===== config.mk =====
export PLATFORM = sky130hd
export DESIGN_NAME = spcsc_queue
export DESIGN_NICKNAME = d
export VERILOG_FILES = /design/src/design/spcsc_pkg.sv /design/src/design/spcsc_queue.sv
export SDC_FILE = /design/constraint.sdc
export NUM_CORES = 1
export LEC_CHECK = 0
export BUFFER_PORTS_ARGS = -buffer_cell sky130_fd_sc_hd__buf_4
export CAP_MARGIN = 30
export CORE_MARGIN = 2
export CORE_UTILIZATION = 43
export DETAILED_ROUTE_END_ITERATION = 12
export PLACE_DENSITY = 0.67
export RECOVER_POWER = 50
export SYNTH_ARGS = -nofsm -noshare
export SYNTH_HDL_FRONTEND = slang
export SYNTH_SLANG_ARGS = --single-unit

===== constraint.sdc =====
create_clock -name clk -period 6.96 [get_ports clk]
set_input_delay 0.696 -clock clk [delete_from_list [all_inputs] [get_ports clk]]
set_output_delay 0.696 -clock clk [all_outputs]
set_load 0.05 [all_outputs]

===== src/design/spcsc_pkg.sv =====
// Shared types, constants and table builders for the stereo peak compressor.
// No dependencies; every other design file imports this package.
package spcsc_pkg;

    localparam int SAMPLE_BITS = 24;
    localparam int TABLE_ADDR_BITS_DEF = 8;
    localparam int QUEUE_DEPTH = 2;

    localparam logic [18:0] DB_PER_LOG2_Q16 = 19'd394566;
    localparam logic [13:0] LOG2_PER_DB_Q16 = 14'd10885;
    localparam logic [31:0] TWO_LOG2E_X8_Q16 = 32'd1512775;

    localparam logic signed [25:0] FLOOR_LEVEL = -26'sd7864320;
    localparam logic [23:0] CLIP_FULL = 24'd8388608;
    localparam logic [23:0] CLIP_TH = 24'((64'd4 << (SAMPLE_BITS - 1)) / 64'd5);
    localparam logic [23:0] CLIP_W = CLIP_FULL - CLIP_TH;
    localparam logic [30:0] ONE_Q30 = 31'h4000_0000;

    localparam logic [2:0] REG_ENABLED = 3'd0;
    localparam logic [2:0] REG_THRESHOLD = 3'd1;
    localparam logic [2:0] REG_SLOPE = 3'd2;
    localparam logic [2:0] REG_ATTACK = 3'd3;
    localparam logic [2:0] REG_RELEASE = 3'd4;
    localparam logic [2:0] REG_MAKEUP = 3'd5;

    typedef struct packed {
        logic signed [23:0] left_sample;
        logic signed [23:0] right_sample;
        logic               stereo;
        logic               block_end;
    } spcsc_in_t;

    typedef struct packed {
        logic signed [23:0] left_out;
        logic signed [23:0] right_out;
        logic               block_end_out;
    } spcsc_out_t;

    typedef struct packed {
        logic signed [23:0] left_sample;
        logic signed [23:0] right_sample;
        logic               stereo;
        logic               block_end;
        logic               floor_lvl;
        logic signed [21:0] lg;
    } spcsc_entry_t;

    typedef struct packed {
        logic               enabled;
        logic signed [15:0] threshold_db;
        logic [15:0]        slope;
        logic [15:0]        attack_coeff;
        logic [15:0]        release_coeff;
        logic signed [13:0] makeup_db;
    } spcsc_cfg_t;

    typedef struct packed {
        logic full;
        logic empty;
    } spcsc_qstat_t;

    typedef enum logic [3:0] {
        BK_IDLE,
        BK_LVL_MUL,
        BK_OVER,
        BK_TGT_MUL,
        BK_DIFF,
        BK_SM_MUL,
        BK_GR,
        BK_GDB,
        BK_LOG_MUL,
        BK_GAIN,
        BK_APP_MUL,
        BK_APP_SH,
        BK_CLIP,
        BK_CLIP_MUL,
        BK_CH_OUT,
        BK_FINISH
    } spcsc_bstate_t;

    function automatic logic [63:0] isqrt64(input logic [63:0] x_in);
        logic [63:0] x;
        logic [63:0] r;
        logic [63:0] b;
        x = x_in;
        r = 64'd0;
        b = 64'd1 << 62;
        for (int n = 0; n < 32; n++) begin
            if (x >= r + b) begin
                x = x - (r + b);
                r = (r >> 1) + b;
            end else begin
                r = r >> 1;
            end
            b = b >> 2;
        end
        return r;
    endfunction

    function automatic logic [63:0] mul_q30(input logic [63:0] a, input logic [63:0] b);
        return (a * b + (64'd1 << 29)) >> 30;
    endfunction

    // 2^(f/65536) in Q1.30, built from the chain of square roots of two.
    function automatic logic [63:0] pow2_frac(input logic [15:0] f16);
        logic [63:0] acc;
        logic [63:0] r;
        acc = 64'd1 << 30;
        r = 64'd2 << 30;
        for (int k = 1; k <= 16; k++) begin
            r = isqrt64(r << 30);
            if (f16[16 - k]) begin
                acc = mul_q30(acc, r);
            end
        end
        return acc;
    endfunction

    // Restoring long division, used only while tables are elaborated.
    function automatic logic [63:0] long_div(input logic [63:0] num, input logic [63:0] den);
        logic [63:0] q;
        logic [64:0] rem;
        q = 64'd0;
        rem = 65'd0;
        for (int i = 63; i >= 0; i--) begin
            rem = {rem[63:0], num[i]};
            if (rem >= {1'b0, den}) begin
                rem = rem - {1'b0, den};
                q[i] = 1'b1;
            end
        end
        return q;
    endfunction

    function automatic logic [15:0] log2_entry(input int i, input int a);
        logic [63:0] x;
        logic [15:0] res;
        x = (64'd1 << 30) + (64'(i) << (30 - a));
        res = 16'd0;
        for (int b = 15; b >= 0; b--) begin
            x = (x * x) >> 30;
            if (x >= (64'd2 << 30)) begin
                res[b] = 1'b1;
                x = x >> 1;
            end
        end
        return res;
    endfunction

    function automatic logic [30:0] exp2_entry(input int i, input int a);
        return 31'(pow2_frac(16'(i << (16 - a))));
    endfunction

    function automatic logic [29:0] tanh_entry(input int j, input int a);
        logic [63:0] t;
        logic [63:0] n;
        logic [15:0] f;
        logic [63:0] e;
        t = (64'(j) * 64'(TWO_LOG2E_X8_Q16)) >> a;
        n = t >> 16;
        f = t[15:0];
        if (f == 16'd0) begin
            e = (64'd1 << 30) >> n;
        end else begin
            e = pow2_frac(16'(17'h10000 - {1'b0, f})) >> (n + 64'd1);
        end
        return 30'(long_div(((64'd1 << 30) - e) << 30, (64'd1 << 30) + e));
    endfunction

endpackage


===== src/design/spcsc_queue.sv =====
// Two-entry queue of classified items between the front and back sections.
// Depends on spcsc_pkg for the entry and status types.
module spcsc_queue
    import spcsc_pkg::*;
(
    input  logic         clk,
    input  logic         rst_n,
    input  logic         push,
    input  spcsc_entry_t wr_entry,
    input  logic         pop,
    output spcsc_entry_t head,
    output spcsc_qstat_t qstat
);

    localparam int PTR_BITS = $clog2(QUEUE_DEPTH);
    localparam int CNT_BITS = $clog2(QUEUE_DEPTH + 1);

    spcsc_entry_t slots_reg [QUEUE_DEPTH];
    logic [PTR_BITS-1:0] wr_ptr_reg;
    logic [PTR_BITS-1:0] rd_ptr_reg;
    logic [CNT_BITS-1:0] count_reg;

    always_ff @(posedge clk)
    begin
        if (push)
        begin
            slots_reg[wr_ptr_reg] <= wr_entry;
        end
    end

    always_ff @(posedge clk or negedge rst_n)
    begin
        if (!rst_n)
        begin
            wr_ptr_reg <= '0;
            rd_ptr_reg <= '0;
            count_reg  <= '0;
        end
        else
        begin
            if (push)
            begin
                wr_ptr_reg <= (32'(wr_ptr_reg) == QUEUE_DEPTH - 1) ? '0 : wr_ptr_reg + 1'b1;
            end
            if (pop)
            begin
                rd_ptr_reg <= (32'(rd_ptr_reg) == QUEUE_DEPTH - 1) ? '0 : rd_ptr_reg + 1'b1;
            end
            if (push && !pop)
            begin
                count_reg <= count_reg + 1'b1;
            end
            else if (pop && !push)
            begin
                count_reg <= count_reg - 1'b1;
            end
        end
    end

    assign head        = slots_reg[rd_ptr_reg];
    assign qstat.full  = (32'(count_reg) == QUEUE_DEPTH);
    assign qstat.empty = (count_reg == '0);

    a_count_bound: assert property (@(posedge clk) disable iff (!rst_n)
        32'(count_reg) <= QUEUE_DEPTH)
        else $error("queue count exceeds depth");

    a_no_overflow: assert property (@(posedge clk) disable iff (!rst_n)
        push |-> !qstat.full)
        else $error("push into a full queue");

    a_no_underflow: assert property (@(posedge clk) disable iff (!rst_n)
        pop |-> !qstat.empty)
        else $error("pop from an empty queue");

    a_count_step: assert property (@(posedge clk) disable iff (!rst_n)
        (push && !pop) |=> (count_reg == $past(count_reg) + 1'b1))
        else $error("queue count did not advance on push");

endmodule


==> results of run 1 <==
[logic make-up (layout without fill, tap and decap cells)]
family                   Yosys count  after routing
multiplexers                      73             73
other                              0              1
buffers and inverters              9            188
XOR/XNOR                           5              5
flip-flops                       150            150
AND/OR/NAND/NOR                    5              5
adder cells (fa/ha/maj)            1              1
[cells in the mapped netlist]
cell type,count
edfxtp_1,146
mux2_4,60
mux2_2,13
buf_6,7
dfrtp_1,4
xor2_1,4
nor2_1,2
nor2b_1,2
and2_1,1
buf_2,1
ha_1,1
inv_1,1
xnor2_1,1
[layout by cell type (no fill, tap or decap), drive strengths merged, types with 2 or more instances in the layout]
cell type	n
buf	79
bufinv	5
clkbuf	96
clkinv	6
dfrtp	4
edfxtp	146
mux2	73
nor2	2
nor2b	2
xor2	4
[power groups by stage]
| stage | Clock [mW] | Sequential, mW | Combinational, mW |
|---|---|---|---|
| CTS | 0.977 | 1.30 | 1.55 |
| floorplan | 0 | 1.27 | 1.23 |
| detailed placement | 0 | 1.32 | 1.55 |
| global placement | 0 | 1.31 | 1.53 |
| global route | 1.01 | 1.32 | 1.60 |
| finish | 0.957 | 1.30 | 1.53 |
[cell type report]
class	instances	share of cell area [%]
timing repair buffer	155	14.3
inverter	1	0.0498
tap	176	2.92
sequential	150	59.5
antenna	1	0.0332
clock inverter	12	2.42
multi-input combinational	84	15.0
clock buffer	20	5.79
[final timing paths]
check                      cells past startpoint                         end
max                                            3                    head[57]
min                                            1      rd_ptr_reg$_DFFE_PN0P_
max reg2reg                                    3  slots_reg[0][20]$_DFFE_PP_
min reg2reg                                    1      wr_ptr_reg$_DFFE_PN0P_
max in group asynchronous                      1    count_reg[0]$_DFFE_PN0P_
min in group clk                               2      rd_ptr_reg$_DFFE_PN0P_
[routing by layer]
layer	vias to the layer above	global-route usage, %
met5	-	0
met1	1318	16.5
met2	100	23.5
met3	14	6.18
li1	1302	-
met4	0	6.70
[through the flow]
stage	cell area, sq um	power (mW)	setup WS, ns	hold WS, ns
after floorplan	5700	2.49	2.55	0.400
after global placement	7000	2.85	4.08	0.474
after detailed placement	7040	2.87	4.07	0.494
after CTS	7660	3.83	3.61	0.0478
after global routing	7540	3.93	2.58	0.102
final	7540	3.79	2.80	0.0997
==> metrics.txt, run 1 <==
# rows 42; Multi-input gate area about 0.0011 sq mm; filler instances just under 1000; Worst Path Buf+Inv 2; DR vias approximately 2700; fmax 240 MHz; die area 0.0142 sq mm; # hold bufs at CTS 0; drc violations 0; CP Cell Sequence buf_4 -> mux2_2 -> buf_4; Setup CP Type reg2out; Netlist cell types 13; initial core utilization 43.6%; Final nets about 490; most frequent CP cell buf_4; DRT antenna net count 0; logic gate share of total power 40.5%; syn avg cell area roughly 23 sq um; H-tree levels 4; Routed met2 length 4970 microns; number of global-route vias before repair between 2000 and 3000; crit path DAT 3.46 ns; setup_tns 0 ns; reg-to-reg startpoint wr_ptr_reg$_DFFE_PN0P_; slowest cell on the critical path dfrtp_1; post-synthesis sequential area ratio 78.6%; Clock Path Buffers 2; Worst-Skew Late Latency approximately 0.42 ns; final core utilization 57.6%; wire length per cell 16.2 microns; CTS root buffer clkbuf_16; Die X between 100 and 150 microns; Sequential Power Share between 30% and 40%; Post-CTS Repair Setup Buffers 0; crit path launch rd_ptr_reg$_DFFE_PN0P_; Tcrit/Tclk final 59.8%; fin. max-slew vios 65; Syn Nets ~320; I/O pin count 152; total power divided by cell area 502 mW/mm^2; Seq cells post-synth 150; clock slew at reported path FFs approximately 0.050 ns; GRT Total Usage between 10 and 15%; Worst Tran Pin Value 1.86 ns; die height about 120 microns; Largest stage delay, worst path roughly 1.6 ns; first-pass GRT wire length roughly 15000 microns; top cells by area, synth edfxtp_1 (77%), mux2_4 (16%), mux2_2 (2.6%); CP Max Fanout 40; FF-to-FF setup slack 3.63 ns; Compound-Gate Fraction of Synth Area 0%; RSZ-0062 raised after global routing false; P_leak 2.95 nW; Worst path top cell family by delay flip-flops; Slew headroom -24.2%; DRT iter0 DRCs roughly 110; Synth Instances between 200 and 250; Post-CTS Resized 0; Congestion Overflow GR 0; P_sw between 1 and 1.5 mW; gpl congestion 0.641; TritonCTS clock tree yes; max reg flops around 150; area grow syn2layout 32.3%; initial antenna violation count 1; VDD IR max 228 uV; Pint 2.40 mW; Finished Layout Cells 599; mux cell area share after synthesis 18.4%; Routed Wire Length between 9000 and 10000 microns; max_cap viols 2; Critical Path RT 6.26 ns; met3 wire length 742 microns; outcome finished, violations left; simple-gate share of the synthesized area 0.461%; failing checks max-capacitance violations, max-slew violations; Hold Fails Final Rpt 0; FF+latch area about 0.0045 sq mm; total CTS buffers 17; Via density 4.56; minimum clock period 4.16 ns; area leader, netlist edfxtp_1; number of I/O port buffers 151; top-area cell type share of the netlist area 76.9%; Clk network pwr share 25.3%; Sw Share 36.5%; Adder-Cell Fraction of Synth Area 0.219%; main combinational cell family by area after synthesis multiplexers; dpl cells ~570; yosys warns 0; xor-xnor portion of the synthesized cell area 0.768%; core area 0.0131 sq mm; Max Used Layer met4; hpwl dp 6410 microns; TritonRoute pass-1 iters 4; wl on met1 3850 microns; largest net degree at the start of global routing 41; worst clock skew between 0.006 and 0.007 ns; clk sinks 150; HP Class in2async; final setup fails 0; critical path endpoint category output pin; cell area after synthesis roughly 0.0057 sq mm; share of cells above drive strength 1 a little over half; Worst setup SP type flip-flop
(Power assumes the default switching activity.)
==> inputs of run 2 (changes only) <==
==> constraint.sdc (replaced) <==
create_clock -name clk -period 4 [get_ports clk]
set_input_delay 0.4 -clock clk [delete_from_list [all_inputs] [get_ports clk]]
set_output_delay 0.4 -clock clk [all_outputs]
set_load 0.05 [all_outputs]
==> run 2 against run 1 <==
Effect of this change: the flow still finishes with violations (max-capacitance violations, max-slew violations); sequential share of layout area increased by 0.060 points; largest power group unchanged; final area about the same; worst setup slack worse by 1.8 ns; combinational power rose by 72%; first-iteration DRC count rose by 38%; critical path type is now reg2reg.
==> metrics.txt, run 2 (synthesis gave the netlist of run 1 again) <==
total power divided by cell area 850 mW/mm^2 (+69%); Sequential Power Share 35.7% (+1.4 points); crit path DAT 3.06 ns (-0.40 ns); I/O pin count 152 (unchanged); Via density 4.65 (+1.8%); outcome finished, violations left; most frequent cells in the layout edfxtp_1 (146), buf_4 (80), mux2_4 (60), clkbuf_4 (57), clkbuf_1 (19); CP Depth 2 (-1); VDD IR max 560 uV (+150%); clk sinks 150 (unchanged); critical path endpoint category flip-flop; RSZ-0062 raised after global routing false; Pint 3.99 mW (+66%); number of global-route vias before repair 2840 (-4.8%); Congestion Overflow GR 0 (unchanged); die area 0.0142 sq mm (unchanged); minimum clock period 2.96 ns; TritonCTS clock tree yes; Tcrit/Tclk final between 70% and 80%; max reg flops 146 (unchanged); worst clock skew 0.00453 ns (-0.00179 ns); Post-CTS Resized 0 (unchanged); CP Cell Sequence and2_0 -> buf_12; commonest non-fill, non-tap cell in the layout edfxtp_1; dpl cells 567 (+0.18%); DRT iter0 DRCs 146 (+38%); fin. max-slew vios 66 (+1.5%); wire length per cell 15.9 microns (-1.9%); hpwl dp 6170 microns (-3.7%); Routed Wire Length 9540 microns (-1.8%); met3 Use GR 5.75% (-0.43 points); DR vias 2789 (+2.0%); met2 Use GR 21.0% (-2.5 points); largest net degree at the start of global routing 44 (+7.3%); GRT Total Usage 14.0% (-0.42 points); slowest cell on the critical path and2_0; logic gate share of total power 41.0% (+0.5 points); DRT antenna net count 0 (unchanged); Worst Path Buf+Inv 1 (-1); share of cells above drive strength 1 57.5% (+3.5 points); Worst path top cell family by delay simple AND/OR/NAND/NOR gates; H-tree levels 4 (unchanged); # rows 42 (unchanged); Worst setup SP type flip-flop; Sw Share 37.8% (+1.2 points); Die X 119 microns (unchanged); Clock Path Buffers 2 (unchanged); max_cap viols 2 (unchanged); Post-DP Area 0.00704 sq mm (about the same); initial antenna violation count 0 (-1); Final nets 489 (+0.41%); Register-to-Register Path Depth 2 (-1); fin worst setup slack 1.04 ns (-1.76 ns); Hold Path Depth 2; reg-to-reg startpoint wr_ptr_reg$_DFFE_PN0P_; TritonRoute pass-1 iters 4 (unchanged); WHS Endpoint rd_ptr_reg$_DFFE_PN0P_; Worst Tran Pin Value 2.54 ns (+0.681 ns); P_leak 2.97 nW (+0.53%); first-pass GRT wire length 14800 microns (-2.7%); Setup CP Type reg2reg; CP Max Fanout 39 (-2.5%); fin area 0.00754 sq mm (about the same); gpl congestion 0.694 (+8.3%); GR peak layer met2; final setup fails 0 (unchanged); Largest stage delay, worst path 1.88 ns (+0.29 ns); die height 119 microns (unchanged); fmax 337 MHz; Slew headroom -69.7% (-45 points); # hold bufs at CTS 1 (+1); filler instances 1034 (+4.1%); reg2reg end slots_reg[1][14]$_DFFE_PP_; FF-to-FF setup slack 1.04 ns (-2.59 ns); core area 0.0131 sq mm (unchanged); overall power 6.41 mW (+69%); total CTS buffers 17 (unchanged); failing checks max-capacitance violations, max-slew violations; Finished Layout Cells 600 (+0.17%); setup_tns 0 ns (unchanged); Hold Fails Final Rpt 0 (unchanged); CTS root buffer clkbuf_16; Critical Path RT 4.10 ns (-2.16 ns); area grow syn2layout 32.2% (about the same); initial core utilization 43.6% (unchanged); number of I/O port buffers 151 (unchanged); Worst-Skew Late Latency 0.41 ns (about the same); drc violations 0 (unchanged); HP Class in2reg; met1 Usage GRT 17.6% (+1.1 points); Setup WS pre-CTS 1.63 ns (-2.45 ns); Clk network pwr share 23.4% (-1.9 points); antenna cell count 0 (-1); Post-CTS Repair Setup Buffers 0 (unchanged); P_sw 2.42 mW (+75%); HP Start pop; clock slew at reported path FFs 0.06 ns (about the same)
[run 2: metal layers]
layer  vias to the layer above  wire (microns)
met5                         -               0
met1                      1364            4130
met4                         0             165
met2                       113            4490
li1                       1300               -
met3                        12             758
[run 2: layout make-up]
class | count | area [sq um] | area share (%)
clock buffers | 18 | 429 | 5.69
well taps | 176 | 220 | 2.92
inverters | 1 | 3.75 | 0.0498
multi-input cells | 84 | 1140 | 15.1
flip-flops and latches | 150 | 4490 | 59.5
clock inverters | 14 | 135 | 1.79
repair buffers | 157 | 1130 | 14.9
[run 2: per-stage QoR]
step                util, %  hold WS (ns)
detailed placement     53.8         0.199
global route           57.6         0.167
global placement       53.6         0.198
floorplan                 -         0.104
CTS                    58.2         0.144
finish                 57.6         0.171
[run 2: worst register-to-register path, delay by kind of cell (launching register included)]
| kind | cells | cell delay [ns] |
|---|---|---|
| DFF | 1 | 0.41 |
| and+or+nand+nor | 1 | 1.88 |
| buffers and inverters | 1 | 0.33 |
[run 2: power groups by stage]
stage	Combinational, mW	Clock (mW)	Sequential, mW
final	2.63	1.50	2.29
after global routing	2.74	1.61	2.33
after CTS	2.68	1.54	2.29
after detailed placement	2.67	0	2.32
after global placement	2.65	0	2.30
after floorplan	2.13	0	2.20
[run 2: worst max path at each step]
stage	start	end	slack [ns]
4_1_cts	rd_ptr_reg$_DFFE_PN0P_	head[54]	1.17
3_3_place_gp	rd_ptr_reg$_DFFE_PN0P_	head[54]	1.64
6_report	wr_ptr_reg$_DFFE_PN0P_	slots_reg[1][14]$_DFFE_PP_	1.04
2_1_floorplan	push	slots_reg[0][0]$_DFFE_PP_	1.25
5_1_grt	wr_ptr_reg$_DFFE_PN0P_	slots_reg[1][11]$_DFFE_PP_	0.71
3_5_place_dp	rd_ptr_reg$_DFFE_PN0P_	head[54]	1.63
==> inputs of run 3 (changes only) <==
--- a/config.mk
+++ b/config.mk
@@ -10,7 +10,7 @@
 export CORE_MARGIN = 2
 export CORE_UTILIZATION = 43
 export DETAILED_ROUTE_END_ITERATION = 12
-export PLACE_DENSITY = 0.67
+export PLACE_DENSITY = 0.7
 export RECOVER_POWER = 50
 export SYNTH_ARGS = -nofsm -noshare
 export SYNTH_HDL_FRONTEND = slang
==> constraint.sdc (replaced) <==
create_clock -name clk -period 2.4 [get_ports clk]
set_input_delay 0.24 -clock clk [delete_from_list [all_inputs] [get_ports clk]]
set_output_delay 0.24 -clock clk [all_outputs]
set_load 0.05 [all_outputs]
==> run 3 against run 2 <==
Effect of this change: the flow now finishes without violations; first-iteration DRC count increased by 8.9%; via count increased by 9.1%; register-to-register slack got worse by 0.70 ns; final area increased by 9.7%; sequential share of layout area decreased by 5.3 points; critical endpoint is now slots_reg[1][29]$_DFFE_PP_; cell count increased by 12%; die area unchanged; non-clock buffer count increased by 68; utilization increased by 5.6 points; fmax increased by 44%.
==> metrics.txt, run 3 (synthesis gave the netlist of run 1 again) <==
fin. max-slew vios 0 (-100%); logic gate share of total power 42.7% (+1.7 points); max_cap viols 0 (-2); setup_tns 0 ns (unchanged); largest net degree at the start of global routing 39 (-11%); RSZ-0062 raised after global routing false; minimum clock period 2.06 ns (-0.903 ns); wire length per cell 15.2 microns (-4.3%); Worst setup SP type flip-flop; Clk network pwr share 24.1% (+0.7 points); H-tree levels 4 (unchanged); Worst-Skew Late Latency 0.41 ns (about the same); Critical Path RT 2.50 ns (-1.60 ns); clk sinks 150 (unchanged); Routed Wire Length 10200 microns (+6.8%); Multi-input gate area 0.00114 sq mm (unchanged); number of global-route vias before repair 3245 (+14%); crit path DAT 2.16 ns (-0.90 ns); gpl congestion 0.674 (-2.9%); GRT Total Usage 15.1% (+1.1 points); FF+latch area 0.00449 sq mm (unchanged); total power divided by cell area 1330 mW/mm^2 (+56%); TritonCTS clock tree yes; HP Class in2reg; commonest non-fill, non-tap cell in the layout edfxtp_1; DR vias 3044 (+9.1%); Congestion Overflow GR 0 (unchanged); P_sw 4.08 mW (+69%); outcome completed; core area 0.0131 sq mm (unchanged); Final nets 557 (+14%); fin area 0.00827 sq mm (+9.7%); drc violations 0 (unchanged); number of I/O port buffers 151 (unchanged); area grow syn2layout 45.0%; max reg flops 146 (unchanged); Worst Tran Pin Value 1.13 ns (-1.42 ns); CTS root buffer clkbuf_16; critical path endpoint category flip-flop; Post-DP Area 0.00707 sq mm (+0.46%); filler instances 923 (-11%); CP Max Fanout 23 (-41%); die area 0.0142 sq mm (unchanged); DRT iter0 DRCs 159 (+8.9%); Die X 119 microns (unchanged); share of cells above drive strength 1 49.2% (-8.4 points); Post-CTS Resized 0 (unchanged); final setup fails 0 (unchanged); Sw Share 37.2% (-0.60 points); clock slew at reported path FFs 0.06 ns (about the same); Tcrit/Tclk final 85.8% (+12 points); total CTS buffers 17 (unchanged); Sequential Power Share 33.2% (-2.5 points); TritonRoute pass-1 iters 4 (unchanged); P_leak 3.25 nW (+9.6%); Via density 4.55 (-2.1%); initial antenna violation count 0 (unchanged); most frequent cells in the layout edfxtp_1 (146), buf_4 (77), dlygate4sd3_1 (68), mux2_4 (60), clkbuf_4 (55); worst clock skew 0.00558 ns (+0.00105 ns); Clock Path Buffers 2 (unchanged); initial core utilization 43.6% (unchanged); first-pass GRT wire length 16200 microns (+9.4%); fmax 485 MHz (+44%); Hold Fails Final Rpt 0 (unchanged); # rows 42 (unchanged); DRT antenna net count 0 (unchanged); Setup CP Type reg2reg; I/O pin count 152 (unchanged); Pint 6.89 mW (+73%); die height 119 microns (unchanged); VDD IR max 629 uV (+12%); Slew headroom 24.9% (+95 points)
run 3: cell types whose count changed in the layout (fill, tap and decap cells not counted), sizes merged:
| cell | previous run | this run |
|---|---|---|
| clkbuf | 93 | 97 |
| inv | 2 | 1 |
| clkinv | 8 | 3 |
| buf | 81 | 80 |
| clkinvlp | 3 | 6 |
| diode | 0 | 1 |
| dlygate4sd3 | 1 | 68 |
| bufinv | 2 | 3 |
run 3: through the flow:
stage | power (mW) | hold WS (ns) | worst slack, ns | cells | utilization, %
6_report | 11.0 | 0.0380 | 0.340 | 669 | 63.2
3_5_place_dp | 8.36 | 0.0424 | 0.840 | 568 | 54.0
4_1_cts | 11.1 | 0.000276 | 0.382 | 667 | 63.7
2_1_floorplan | 7.20 | -0.0556 | 0.470 | 243 | -
5_1_grt | 11.4 | 0.0339 | 0.195 | 668 | 63.2
3_3_place_gp | 8.31 | 0.0404 | 0.872 | 568 | 54.0
run 3: critical path, cell delays in order, from the launching register on:
cell     delay [ns]
dfrtp_1        0.43
and2_1         0.91
buf_4          0.39
run 3: per-layer routing:
layer / vias up / global-route usage, % / wire (microns)
met5: - / 0 / 0
met2: 108 / 24.8 / 5180
met4: 0 / 7.81 / 220
met3: 24 / 5.27 / 655
met1: 1476 / 17.6 / 4130
li1: 1436 / - / -
run 3: path summary, 6_finish.rpt:
check / start / endpoint / slack [ns] / cells past startpoint
max: wr_ptr_reg$_DFFE_PN0P_ / slots_reg[1][29]$_DFFE_PP_ / 0.34 / 2
min: push / wr_ptr_reg$_DFFE_PN0P_ / 0.04 / 2
max reg2reg: wr_ptr_reg$_DFFE_PN0P_ / slots_reg[1][29]$_DFFE_PP_ / 0.34 / 2
min reg2reg: count_reg[1]$_DFFE_PN0P_ / count_reg[1]$_DFFE_PN0P_ / 0.49 / 1
max in group asynchronous: rst_n / rd_ptr_reg$_DFFE_PN0P_ / 1.99 / 2
min in group asynchronous: rst_n / wr_ptr_reg$_DFFE_PN0P_ / 0.19 / 2
run 3: timing repair:
action	in CTS	in global routing
hold endpoints to repair	134	2
hold buffers	67	1
buffers inserted	0	0
run 3: area by class of cell:
type / instances / area share (%)
Clock inverter: 12 / 1.86
Tap cell: 176 / 2.66
Clock buffer: 20 / 5.40
Inverter: 1 / 0.0454
Timing Repair Buffer: 225 / 22.0
Multi-Input combinational cell: 84 / 13.8
Antenna cell: 1 / 0.0303
Sequential cell: 150 / 54.3
run 3: power by group through the flow:
stage / sequential, mW / clock [mW] / combinational, mW
after floorplan: 3.64 / 0 / 3.56
after global placement: 3.66 / 0 / 4.65
after detailed placement: 3.69 / 0 / 4.67
after CTS: 3.64 / 2.70 / 4.77
after global routing: 3.69 / 2.81 / 4.88
final: 3.65 / 2.65 / 4.68
